===== src/rtl/core/swvp_pkg.sv =====
// ----------------------------------------------------------------------------
// Stack with value purge: shared package
// Widths, operation and status codes, FSM states and the per-cell control
// bundle shared by the cell chain and the top level.
// ----------------------------------------------------------------------------
package swvp_pkg;

   localparam int DATA_W          = 32;
   localparam int OP_W            = 2;
   localparam int STATUS_W        = 2;
   localparam int COUNT_OUT_W     = 5;
   localparam int STACK_DEPTH_DEF = 16;

   // Operation codes
   localparam logic [OP_W-1:0] OP_PUSH  = 2'd0;
   localparam logic [OP_W-1:0] OP_POP   = 2'd1;
   localparam logic [OP_W-1:0] OP_PURGE = 2'd2;

   // Status codes
   localparam logic [STATUS_W-1:0] STATUS_OK    = 2'd0;
   localparam logic [STATUS_W-1:0] STATUS_EMPTY = 2'd1;
   localparam logic [STATUS_W-1:0] STATUS_FULL  = 2'd2;

   // Control FSM
   typedef enum logic [1:0] {
      ST_IDLE = 2'b01,
      ST_SCAN = 2'b10
   } state_type;

   // Command broadcast to every cell of the chain
   typedef struct packed {
      logic              shift_up;    // push: every entry moves one cell deeper
      logic              shift_down;  // pop: every entry moves one cell toward top
      logic              purge_en;    // scan: cells at or past first match close gap
      logic [DATA_W-1:0] key;         // value being purged
   } cell_ctrl_type;

endpackage


===== src/rtl/core/stack_with_value_purge_unit.sv =====
// ----------------------------------------------------------------------------
// Stack with value purge: top level
// Bounded LIFO of signed words with push, pop and purge-by-value, built as
// a chain of storage cells with the top of stack in cell 0.
// ----------------------------------------------------------------------------
// Push, pop and unused op codes take effect as the item is accepted: their
// result is registered on the same edge. A purge accepts and latches the
// value, then scans the stack and removes the matching entries; a scan
// cycle that finds no further match registers the result once the result
// register is empty or being taken. Each scan cycle removes the match
// nearest the top; a one-bit match chain running through the cells picks
// it, and every cell behind it takes its neighbor's entry. One item is
// handled at a time; a new item is accepted once the result register is
// empty or being taken.
// ----------------------------------------------------------------------------
module stack_with_value_purge_unit #(
   parameter int StackDepth = swvp_pkg::STACK_DEPTH_DEF
) (
   input  logic                                      clock,
   input  logic                                      reset,
   input  logic                                      req_valid,
   output logic                                      req_ready,
   input  logic [swvp_pkg::OP_W-1:0]                 req_op,
   input  logic signed [swvp_pkg::DATA_W-1:0]        req_value,
   output logic                                      rsp_valid,
   input  logic                                      rsp_ready,
   output logic signed [swvp_pkg::DATA_W-1:0]        rsp_popped_value,
   output logic [swvp_pkg::STATUS_W-1:0]             rsp_status,
   output logic [swvp_pkg::COUNT_OUT_W-1:0]          rsp_entry_count,
   output logic                                      rsp_is_empty,
   output logic [swvp_pkg::COUNT_OUT_W-1:0]          rsp_removed_count
);

   localparam int              CountW = $clog2(StackDepth + 1);
   localparam logic [CountW-1:0] DepthC = CountW'(StackDepth);
   localparam logic [CountW-1:0] OneC   = CountW'(1);

   swvp_pkg::state_type           state_ff, state_in;
   logic [CountW-1:0]             count_ff, count_in;
   logic [CountW-1:0]             removed_ff, removed_in;
   logic [swvp_pkg::DATA_W-1:0]   key_ff, key_in;

   logic                                   rsp_valid_ff, rsp_valid_in;
   logic [swvp_pkg::DATA_W-1:0]            popped_ff, popped_in;
   logic [swvp_pkg::STATUS_W-1:0]          status_ff, status_in;
   logic [CountW-1:0]                      rsp_count_ff, rsp_count_in;
   logic                                   empty_ff, empty_in;
   logic [CountW-1:0]                      rsp_removed_ff, rsp_removed_in;

   swvp_pkg::cell_ctrl_type       ctrl;
   logic [swvp_pkg::DATA_W-1:0]   cell_data [StackDepth];
   logic [StackDepth:0]           match_chain;
   logic                          out_free;
   logic                          accept;
   logic                          any_match;

   // Handshake
   assign out_free  = ~rsp_valid_ff | rsp_ready;
   assign req_ready = (state_ff == swvp_pkg::ST_IDLE) & out_free;
   assign accept    = req_valid & req_ready;
   assign any_match = match_chain[StackDepth];

   // Cell commands
   always_comb begin
      ctrl.shift_up   = accept & (req_op == swvp_pkg::OP_PUSH) & (count_ff != DepthC);
      ctrl.shift_down = accept & (req_op == swvp_pkg::OP_POP) & (count_ff != '0);
      ctrl.purge_en   = (state_ff == swvp_pkg::ST_SCAN);
      ctrl.key        = key_ff;
   end

   // Cell chain
   assign match_chain[0] = 1'b0;

   for (genvar i = 0; i < StackDepth; i++) begin : g_cell
      logic [swvp_pkg::DATA_W-1:0] lower_data;
      logic [swvp_pkg::DATA_W-1:0] upper_data;

      if (i == 0) begin : g_top
         assign lower_data = req_value;
      end else begin : g_mid
         assign lower_data = cell_data[i-1];
      end

      if (i == StackDepth - 1) begin : g_bottom
         assign upper_data = '0;
      end else begin : g_inner
         assign upper_data = cell_data[i+1];
      end

      swvp_cell #(
         .Index  (i),
         .CountW (CountW)
      ) u_cell (
         .clock      (clock),
         .ctrl       (ctrl),
         .count      (count_ff),
         .lower_data (lower_data),
         .upper_data (upper_data),
         .match_in   (match_chain[i]),
         .match_out  (match_chain[i+1]),
         .data       (cell_data[i])
      );
   end

   // Control and result
   always_comb begin
      state_in       = state_ff;
      count_in       = count_ff;
      removed_in     = removed_ff;
      key_in         = key_ff;
      rsp_valid_in   = rsp_valid_ff & ~rsp_ready;
      popped_in      = popped_ff;
      status_in      = status_ff;
      rsp_count_in   = rsp_count_ff;
      empty_in       = empty_ff;
      rsp_removed_in = rsp_removed_ff;

      case (state_ff)
         swvp_pkg::ST_IDLE: begin
            if (accept) begin
               popped_in      = '0;
               status_in      = swvp_pkg::STATUS_OK;
               rsp_removed_in = '0;
               rsp_valid_in   = 1'b1;
               case (req_op)
                  swvp_pkg::OP_PUSH: begin
                     if (count_ff == DepthC) begin
                        status_in = swvp_pkg::STATUS_FULL;
                     end else begin
                        count_in = count_ff + OneC;
                     end
                  end
                  swvp_pkg::OP_POP: begin
                     if (count_ff == '0) begin
                        status_in = swvp_pkg::STATUS_EMPTY;
                     end else begin
                        count_in  = count_ff - OneC;
                        popped_in = cell_data[0];
                     end
                  end
                  swvp_pkg::OP_PURGE: begin
                     rsp_valid_in = 1'b0;
                     key_in       = req_value;
                     removed_in   = '0;
                     state_in     = swvp_pkg::ST_SCAN;
                  end
                  default: begin
                  end
               endcase
               rsp_count_in = count_in;
               empty_in     = (count_in == '0);
            end
         end
         swvp_pkg::ST_SCAN: begin
            if (any_match) begin
               count_in   = count_ff - OneC;
               removed_in = removed_ff + OneC;
            end else if (out_free) begin
               rsp_valid_in   = 1'b1;
               popped_in      = '0;
               status_in      = swvp_pkg::STATUS_OK;
               rsp_count_in   = count_ff;
               empty_in       = (count_ff == '0);
               rsp_removed_in = removed_ff;
               state_in       = swvp_pkg::ST_IDLE;
            end
         end
         default: begin
            state_in = swvp_pkg::ST_IDLE;
         end
      endcase
   end

   // Control registers
   always_ff @(posedge clock) begin
      if (reset) begin
         state_ff     <= swvp_pkg::ST_IDLE;
         count_ff     <= '0;
         rsp_valid_ff <= 1'b0;
      end else begin
         state_ff     <= state_in;
         count_ff     <= count_in;
         rsp_valid_ff <= rsp_valid_in;
      end
   end

   // Payload registers
   always_ff @(posedge clock) begin
      removed_ff     <= removed_in;
      key_ff         <= key_in;
      popped_ff      <= popped_in;
      status_ff      <= status_in;
      rsp_count_ff   <= rsp_count_in;
      empty_ff       <= empty_in;
      rsp_removed_ff <= rsp_removed_in;
   end

   // Drive result port
   assign rsp_valid         = rsp_valid_ff;
   assign rsp_popped_value  = $signed(popped_ff);
   assign rsp_status        = status_ff;
   assign rsp_entry_count   = swvp_pkg::COUNT_OUT_W'(rsp_count_ff);
   assign rsp_is_empty      = empty_ff;
   assign rsp_removed_count = swvp_pkg::COUNT_OUT_W'(rsp_removed_ff);

`ifndef NO_ASSERTIONS
   a_count_bound: assert property (@(posedge clock) disable iff (reset)
      count_ff <= DepthC)
      else $error("entry count exceeds stack depth");

   a_scan_step: assert property (@(posedge clock) disable iff (reset)
      (state_ff == swvp_pkg::ST_SCAN) && any_match |=> count_ff == $past(count_ff) - OneC)
      else $error("purge step did not drop one entry");

   a_scan_blocks_input: assert property (@(posedge clock) disable iff (reset)
      (state_ff == swvp_pkg::ST_SCAN) |-> !req_ready)
      else $error("input taken during purge scan");

   a_empty_pop_zero: assert property (@(posedge clock) disable iff (reset)
      rsp_valid_ff && (status_ff == swvp_pkg::STATUS_EMPTY) |-> popped_ff == '0)
      else $error("pop on empty stack returned data");

   a_purge_done_count: assert property (@(posedge clock) disable iff (reset)
      $rose(rsp_valid_ff) && $past(state_ff == swvp_pkg::ST_SCAN) |-> rsp_count_ff == count_ff)
      else $error("purge result count mismatch");
`endif

endmodule


===== src/rtl/core/swvp_cell.sv =====
// ----------------------------------------------------------------------------
// Stack with value purge: storage cell
// Holds one stack entry. Cell 0 is the top of the stack. Takes its lower
// neighbor's entry on push and its upper neighbor's entry on pop or when a
// purge match lies at or above it in the chain.
// ----------------------------------------------------------------------------
module swvp_cell #(
   parameter int Index  = 0,
   parameter int CountW = 5
) (
   input  logic                          clock,
   input  swvp_pkg::cell_ctrl_type       ctrl,
   input  logic [CountW-1:0]             count,
   input  logic [swvp_pkg::DATA_W-1:0]   lower_data,
   input  logic [swvp_pkg::DATA_W-1:0]   upper_data,
   input  logic                          match_in,
   output logic                          match_out,
   output logic [swvp_pkg::DATA_W-1:0]   data
);

   localparam logic [CountW-1:0] IndexC = CountW'(Index);

   logic [swvp_pkg::DATA_W-1:0] data_ff;
   logic [swvp_pkg::DATA_W-1:0] data_in;
   logic                        occupied;

   // Detect a purge match here or nearer the top
   always_comb begin
      occupied  = (IndexC < count);
      match_out = match_in | (occupied & (data_ff == ctrl.key));
   end

   // Select next entry from neighbors
   always_comb begin
      data_in = data_ff;
      if (ctrl.shift_up) begin
         data_in = lower_data;
      end else if (ctrl.shift_down | (ctrl.purge_en & match_out)) begin
         data_in = upper_data;
      end
   end

   // Hold entry
   always_ff @(posedge clock) begin
      data_ff <= data_in;
   end

   assign data = data_ff;

endmodule


===== config.mk =====
export PLATFORM = sky130hd
export DESIGN_NAME = stack_with_value_purge_unit
export DESIGN_NICKNAME = d
export VERILOG_FILES = /design/src/rtl/core/swvp_pkg.sv /design/src/rtl/core/stack_with_value_purge_unit.sv /design/src/rtl/core/swvp_cell.sv
export SDC_FILE = /design/constraint.sdc
export NUM_CORES = 1
export LEC_CHECK = 0
export BUFFER_PORTS_ARGS = -buffer_cell sky130_fd_sc_hd__buf_2
export CAP_MARGIN = 10
export CORE_ASPECT_RATIO = 0.6
export CORE_MARGIN = 1
export CORE_UTILIZATION = 30
export CTS_CLUSTER_SIZE = 14
export DETAILED_ROUTE_END_ITERATION = 12
export GPL_TIMING_DRIVEN = 0
export HOLD_SLACK_MARGIN = 0.06
export PLACE_DENSITY_LB_ADDON = 0.08
export SYNTH_ARGS = -nofsm -noshare
export SYNTH_HDL_FRONTEND = slang
export SYNTH_SLANG_ARGS = --single-unit

===== constraint.sdc =====
create_clock -name clock -period 6.25 [get_ports clock]
set_input_delay 0.625 -clock clock [delete_from_list [all_inputs] [get_ports clock]]
set_output_delay 0.625 -clock clock [all_outputs]
set_load 0.01 [all_outputs]

-- Word-level counts from Yosys, hierarchy flattened
Cells that the tools add are included.
- register bits after elaboration: 602
- logic and storage cells: 249
- input port bits: 38
- output and inout port bits: 47
- bitwise gates (word level): 73
- equal/unequal tests: 27
- order comparisons: 16
- muxes and demuxes: 78
- reduce and logical (&&, ||, !) cells: 26
- $add $sub $neg: 3
- operator list (operator ; number):
    2-to-1 mux 32 bit ; 37
    equality test 32 bit ; 16
    2-to-1 mux 5 bit ; 14
    one-hot mux 32 bit (2 select lines) ; 1
    one-hot mux 5 bit (2 select lines) ; 5
    less-than comparator 4 x 5 -> 1 bit (first input constant) ; 8
    bitwise AND 1 bit ; 39
    nonzero test 2 bit ; 17
    OR 1 bit ; 32
    less-than comparator 3 x 5 -> 1 bit (first input constant) ; 4
    2-to-1 mux 2 bit ; 8
    one-hot mux 2 bit (2 select lines) ; 3
    AND reduction 4 bit ; 3
    adder 5 x 1 -> 5 bit (second input constant) ; 2
    zero test 5 bit ; 2
    less-than comparator 1 x 5 -> 1 bit (first input constant) ; 2
    less-than comparator 2 x 5 -> 1 bit (first input constant) ; 2
    2-to-1 mux 1 bit ; 8
    != test 2 bit (second input constant) ; 3
    AND reduction 3 bit ; 2
    equality test 5 bit (second input constant) ; 1
    != test 5 bit (second input constant) ; 1
    nonzero test 5 bit ; 1
    subtractor 5 x 1 -> 5 bit (second input constant) ; 1
    6 further kinds ; 11

-- Logic depth before layout (Yosys ltp)
- word-level depth: 21
- depth in mapped cells: 12
- depth with buffers taken out: 10

-- Cells and area by module
Synthesis repeated with hierarchy kept, for this count alone.
- cells, all modules: 2143
- area, all modules: 31554.0 µm²
- by module, submodules not included (module ; cells an instance ; sequential area each (µm²) ; area each (µm²) ; instances):
    stack_with_value_purge_unit ; 269 ; 2622.5 ; 3777.4 ; 1
    swvp_cell (g_cell[14].u_cell ...) ; 119 ; 960.9 ; 1742.9 ; 2
    swvp_cell (g_cell[13].u_cell ...) ; 116 ; 960.9 ; 1730.4 ; 2
    swvp_cell (g_cell[1].u_cell) ; 116 ; 960.9 ; 1757.9 ; 1
    swvp_cell (g_cell[12].u_cell) ; 115 ; 960.9 ; 1747.9 ; 1
    swvp_cell (g_cell[4].u_cell) ; 117 ; 960.9 ; 1744.2 ; 1
    swvp_cell (g_cell[8].u_cell) ; 117 ; 960.9 ; 1742.9 ; 1
    swvp_cell (g_cell[0].u_cell) ; 119 ; 960.9 ; 1735.4 ; 1
    swvp_cell (g_cell[10].u_cell) ; 117 ; 960.9 ; 1735.4 ; 1
    swvp_cell (g_cell[5].u_cell) ; 123 ; 960.9 ; 1735.4 ; 1
    swvp_cell (g_cell[9].u_cell) ; 115 ; 960.9 ; 1735.4 ; 1
    swvp_cell (g_cell[11].u_cell) ; 116 ; 960.9 ; 1734.2 ; 1
    swvp_cell (g_cell[2].u_cell) ; 118 ; 960.9 ; 1730.4 ; 1
    swvp_cell (g_cell[7].u_cell) ; 115 ; 960.9 ; 1717.9 ; 1
    swvp_cell (g_cell[15].u_cell) ; 116 ; 960.9 ; 1712.9 ; 1

-- Worst setup path before layout
No wires, ideal clock.
- kind: register to register
- from: register key_ff[29] in the netlist's numbering
- to: register rsp_count_ff[0], in the netlist rsp_entry_count[0] (enable)
- setup time: 0.515 ns
- cell stages (with the launch flop): 11
- period minus slack after synthesis: 5.661 ns
- data arrival time: 5.146 ns
- buffers on the path: 2
- required time: 5.735 ns
- setup slack: 0.589 ns
- cell sequence: edfxtp_1 > buf_2 > buf_4 > xnor2_1 > nand4_1 > a31oi_1 > nand3_1 > o2111ai_1 > nor4_2 > nor2_1 > a211oi_1
- word-level cells in the longest chain between the ends: 19
- elaborated cells on any way between the ends: 49
- classes of those cells: 17 x eq/ne; 31 x bitwise; 1 x reduce/logical
- ends and longest elaborated chain (what ; line ; source):
    start, declared ; stack_with_value_purge_unit.sv:41 ; logic [swvp_pkg::DATA_W-1:0] key_ff, key_in;
    start signal, assigned ; stack_with_value_purge_unit.sv:190 ; key_ff <= key_in;
    equality test 32 bit ; swvp_cell.sv:30 ; match_out = match_in | (occupied & (data_ff == ctrl.key));
    bitwise AND 1 bit ; swvp_cell.sv:30 ;
    OR 1 bit (14 in a row) ; swvp_cell.sv:30 ;
    OR 1 bit * ; swvp_cell.sv:30 ;
    != test 2 bit (no line) * ; -- ;
    AND reduction 4 bit (no line) * ; -- ;
    end signal, assigned ; stack_with_value_purge_unit.sv:193 ; rsp_count_ff <= rsp_count_in;
    end, declared ; stack_with_value_purge_unit.sv:46 ; logic [CountW-1:0] rsp_count_ff, rsp_count_in;
Every way passes the cells marked *; elsewhere a longest branch is shown, timed or not.
A chain may end at the register's enable or synchronous reset.

-- Worst setup path after layout
- from: register key_ff[9] in the netlist's numbering
- to: register popped_ff, in the netlist rsp_popped_value[27] (enable)
- word-level cells in the longest chain between the ends: 19
- elaborated cells on any way between the ends: 49
- classes of those cells: 17 x eq/ne; 31 x bitwise; 1 x reduce/logical
- ends and longest elaborated chain (what ; line ; source):
    equality test 32 bit ; swvp_cell.sv:30 ;
    bitwise AND 1 bit ; swvp_cell.sv:30 ;
    OR 1 bit (14 in a row) ; swvp_cell.sv:30 ;
    OR 1 bit * ; swvp_cell.sv:30 ;
    != test 2 bit (no line) * ; -- ;
    AND reduction 4 bit (no line) * ; -- ;
    end signal, assigned ; stack_with_value_purge_unit.sv:191 ; popped_ff <= popped_in;
    end, declared ; stack_with_value_purge_unit.sv:44 ; logic [swvp_pkg::DATA_W-1:0] popped_ff, popped_in;
Marks and branches as above.

==> run summary <==
LOGIC SYNTHESIS
--------------------------------------------------------------------------------
Most repeated cell in the gate-level netlist after synthesis ...... sky130_fd_sc_hd__edfxtp_1
Post-synthesis instance area ......................................   0.0314 mm²
Share of the yosys chip area belonging to registers ...............        0.573
Most frequent cells after synthesis ............................... sky130_fd_sc_hd__edfxtp_1, sky130_fd_sc_hd__mux2_2, sky130_fd_sc_hd__xnor2_1
Total of warnings raised by yosys .................................            0
Unique cell type count in the Yosys netlist .......................           52
Cell count after synthesis ........................................         2192
Synthesized area divided by synthesized cell count ................     14.3 µm²
Post-Synthesis Net Count ..........................................         2237
Number of enable-type register cells in the synthesized netlist ...          594
Synth top area share ..............................................        0.568
Most frequently used flop master after synthesis .................. sky130_fd_sc_hd__edfxtp_1
Flip-flop and latch count after synthesis .........................          602
Yosys top cell by area ............................................ sky130_fd_sc_hd__edfxtp_1
Fraction of registers with async set/reset ........................            0
Dominant cells by area after synthesis ............................ sky130_fd_sc_hd__edfxtp_1, sky130_fd_sc_hd__mux2_2, sky130_fd_sc_hd__xnor2_1, sky130_fd_sc_hd__xor2_1, sky130_fd_sc_hd__nand4_1

FLOORPLANNING
--------------------------------------------------------------------------------
Total I/O pin count ...............................................           85
Die boundary height ...............................................       253 µm
Die outline area ..................................................    0.106 mm²
Effective utilization at floorplan ................................        0.304
Die Width .........................................................       420 µm
Placeable core area ...............................................    0.103 mm²
# rows ............................................................           91

POWER
--------------------------------------------------------------------------------
Sequential cell fraction of total power ...........................        0.446
Power share of the clock group ....................................        0.314
Ratio of total power to cell area .................................   348 mW/mm²
Worst voltage drop across the vdd grid ............................   0.000182 V
Internal cell power ...............................................      8.43 mW
Power spent charging and discharging nets .........................      4.10 mW
Total leakage power ...............................................      11.5 nW
Fraction of power spent switching nets ............................        0.327
Fraction of power consumed by combinational cells .................        0.240

DRT
--------------------------------------------------------------------------------
Wire length the detailed router placed on met1 ....................     65000 µm
Routed len/inst ...................................................      33.6 µm
Number of vias in the routed layout ...............................        19868
1st-iter DRT viols ................................................         2408
First-pass DRT Iterations .........................................            6
Number of remaining DRC errors ....................................            0
Highest Signal Layer ..............................................         met4
DR WL met2 ........................................................     41400 µm
Via count normalized by instance count ............................         5.22
DRT antenna net count .............................................            0
Total wire length after detailed routing ..........................    128000 µm
Total met3 wirelength after detailed routing ......................     20500 µm

PLACEMENT
--------------------------------------------------------------------------------
Number of placed instances, taps included .........................         3685
Final HPWL DP .....................................................    105000 µm
Routability congestion estimate ...................................        0.966
# port buffers ....................................................           83
DP Worst Slack ....................................................     0.779 ns

TIMING
--------------------------------------------------------------------------------
Pin slew with the least headroom to its limit .....................      1.38 ns
Achievable Freq ...................................................    0.173 GHz
Endpoints failing hold ............................................            0
Unrepaired setup endpoints after global routing ...................        false
Setup-failing EPs final ...........................................            0
Setup TNS .........................................................         0 ns
Share of the cycle needed by the critical path after routing ......        0.924
Max-slew violation count ..........................................            0
Relative max-transition margin ....................................       0.0740
Minimum setup slack in the final design ...........................     0.475 ns
Clock tree skew after final layout ................................    0.0264 ns
Time the worst path needs with I/O delays and setup ...............      5.78 ns

CLOCK NETWORK
--------------------------------------------------------------------------------
Total of hold buffers inserted after clock tree synthesis .........            0
Total number of clock tree sinks ..................................          602
Number of levels the H-tree was split into ........................            3
TritonCTS clock tree ..............................................        built
Count of buffers added by post-CTS timing repair for setup ........            0
Number of instances resized during post-cts repair ................            0
Buffer depth of the longest clock path ............................            3
Num CTS Buffers ...................................................           67
Worst-path clk slew ...............................................      0.06 ns
Clock latency at the later pin of the worst-skew pair .............      0.65 ns
CTS Root Buffer Type .............................................. sky130_fd_sc_hd__clkbuf_16

GRT
--------------------------------------------------------------------------------
Number of antenna violations at the first check in global routing .            9
Total grt overflow ................................................            0
Largest net degree at the start of global routing .................           33
GRT Util Overall ..................................................        0.241
First-pass GRT wire length ........................................    172000 µm
Via count of the first global-routing pass ........................        19806

CRITICAL PATH
--------------------------------------------------------------------------------
Cell with the biggest individual delay on the critical path ....... sky130_fd_sc_hd__nor4_2
Data required time at the worst endpoint ..........................      6.60 ns
Worst path most repeated cell ..................................... sky130_fd_sc_hd__buf_8
Critical Path End Type ............................................         flop
Cell chain of the critical path ................................... buf_2 -> buf_4 -> xor2_1 -> nor4_1 -> nand4_1 -> o2111ai_1 -> nor4_2 -> nor2_1 -> a211oi_4 -> buf_8 -> buf_8
Critical Path Start Type ..........................................         flop
Crit path max fanout ..............................................           17
Arrival time at the worst endpoint ................................      6.12 ns
Worst Setup Path Type .............................................      reg2reg
Slowest stage delay, CP ...........................................      1.08 ns

CELLS AND AREA
--------------------------------------------------------------------------------
Final net count ...................................................         2405
Number of fillers in the final layout .............................        10096
Layout cells sized above 1 ........................................        0.321
Fin cells .........................................................         3806
Area growth from synthesis to layout ..............................        14.8%

OUTCOME
--------------------------------------------------------------------------------
Outcome ........................................................... finished, final reports clean

FLOW RUN
--------------------------------------------------------------------------------
Count of maximum capacitance violations ...........................            0

HOLD PATH
--------------------------------------------------------------------------------
Type of the worst min-delay path ..................................       in2reg

## worst max-delay path, delay by kind of cell, from the launching register on
kind	cells	cell delay [ns]
XOR/XNOR	1	0.92
AND/OR/NAND/NOR	4	2.05
AO/OA/AOI/OAI	2	0.99
flip-flops	1	0.32
buffers and inverters	4	1.11
## registers in the layout, summed over array words and instances, names as in the netlist
name,flops
count_ff,5
g_cell.u_cell.data,512
key_ff,32
removed_ff,5
rsp_entry_count,5
rsp_is_empty,1
rsp_popped_value,32
rsp_removed_count,5
rsp_status,2
rsp_valid,1
state_ff,2
## final timing paths
kind | from | end | slack (ns) | cells after the start
worst min-delay path | req_value[31] | key_ff[31]$_DFFE_PP_ | 0.16 | 1
worst max-delay path | key_ff[9]$_DFFE_PP_ | rsp_popped_value[27]$_SDFFCE_PP0P_ | 0.47 | 11
worst max register to register | key_ff[9]$_DFFE_PP_ | rsp_popped_value[27]$_SDFFCE_PP0P_ | 0.47 | 11
worst min register to register | removed_ff[4]$_SDFFCE_PN0P_ | rsp_removed_count[4]$_SDFFCE_PN0P_ | 0.57 | 1
## cells by family after synthesis
family,synth area share
compound gates,0.0135
xor+xnor,0.145
fa+ha+maj,0.00279
buf+inv,0.0254
flops,0.573
mux,0.174
simple gates,0.0666
## through the flow
step / total power [mW] / instance area [µm²] / hold slack, ns / utilization
5_1_grt: 13.0 / 36000 / 0.126 / 0.349
3_3_place_gp: 8.49 / 33600 / 0.520 / 0.325
3_5_place_dp: 8.57 / 34000 / 0.564 / 0.329
4_1_cts: 12.5 / 36000 / 0.116 / 0.349
6_report: 12.5 / 36000 / 0.164 / 0.349
2_1_floorplan: 7.18 / 31400 / 0.504 / -
## power groups by stage
stage	Sequential, mW	Combinational, mW	Clock [mW]
after floorplan	5.58	1.60	0
after global placement	5.73	2.76	0
after detailed placement	5.68	2.89	0
after CTS	5.59	2.91	4.02
after global routing	5.64	3.15	4.16
final	5.59	3.00	3.94
## cell type report
cell class                      count  area [µm²]  area share
Tap cell                         1395        1750      0.0484
Sequential cell                   602       18000       0.499
Clock inverter                     32         253     0.00701
Buffer                            142         761      0.0211
Antenna cell                        2        5.00    0.000139
Inverter                           10        37.5     0.00104
Timing Repair Buffer               99         748      0.0208
Clock buffer                       86        1800      0.0499
Multi-Input combinational cell   1438       12700       0.352
## placed cells by master, fill, tap and decap left out, types with 5 or more instances in the layout
cell and count:
sky130_fd_sc_hd__nor3_1 23, sky130_fd_sc_hd__buf_4 40, sky130_fd_sc_hd__nand2_2 8, sky130_fd_sc_hd__clkinv_1 15, sky130_fd_sc_hd__ha_1 7, sky130_fd_sc_hd__o21ai_0 17
sky130_fd_sc_hd__buf_1 8, sky130_fd_sc_hd__nand3_1 28, sky130_fd_sc_hd__buf_2 122, sky130_fd_sc_hd__clkinv_2 8, sky130_fd_sc_hd__and3_1 69, sky130_fd_sc_hd__xor2_1 101
sky130_fd_sc_hd__a21oi_1 11, sky130_fd_sc_hd__and2_1 12, sky130_fd_sc_hd__o21ai_4 6, sky130_fd_sc_hd__xnor2_1 417, sky130_fd_sc_hd__nand4_1 115, sky130_fd_sc_hd__dfxtp_1 8
sky130_fd_sc_hd__edfxtp_1 594, sky130_fd_sc_hd__nor2_1 29, sky130_fd_sc_hd__nand2_1 27, sky130_fd_sc_hd__buf_16 5, sky130_fd_sc_hd__clkbuf_16 70, sky130_fd_sc_hd__nor4_1 36
sky130_fd_sc_hd__buf_12 6, sky130_fd_sc_hd__inv_1 9, sky130_fd_sc_hd__mux2_2 480, sky130_fd_sc_hd__clkbuf_1 68
## per-layer routing
metal | global-route usage | vias up
li1 | - | 8512
met1 | 0.383 | 10395
met2 | 0.258 | 876
met3 | 0.151 | 85
met4 | 0.0322 | 0
met5 | 0 | -
(Power assumes the default switching activity.)
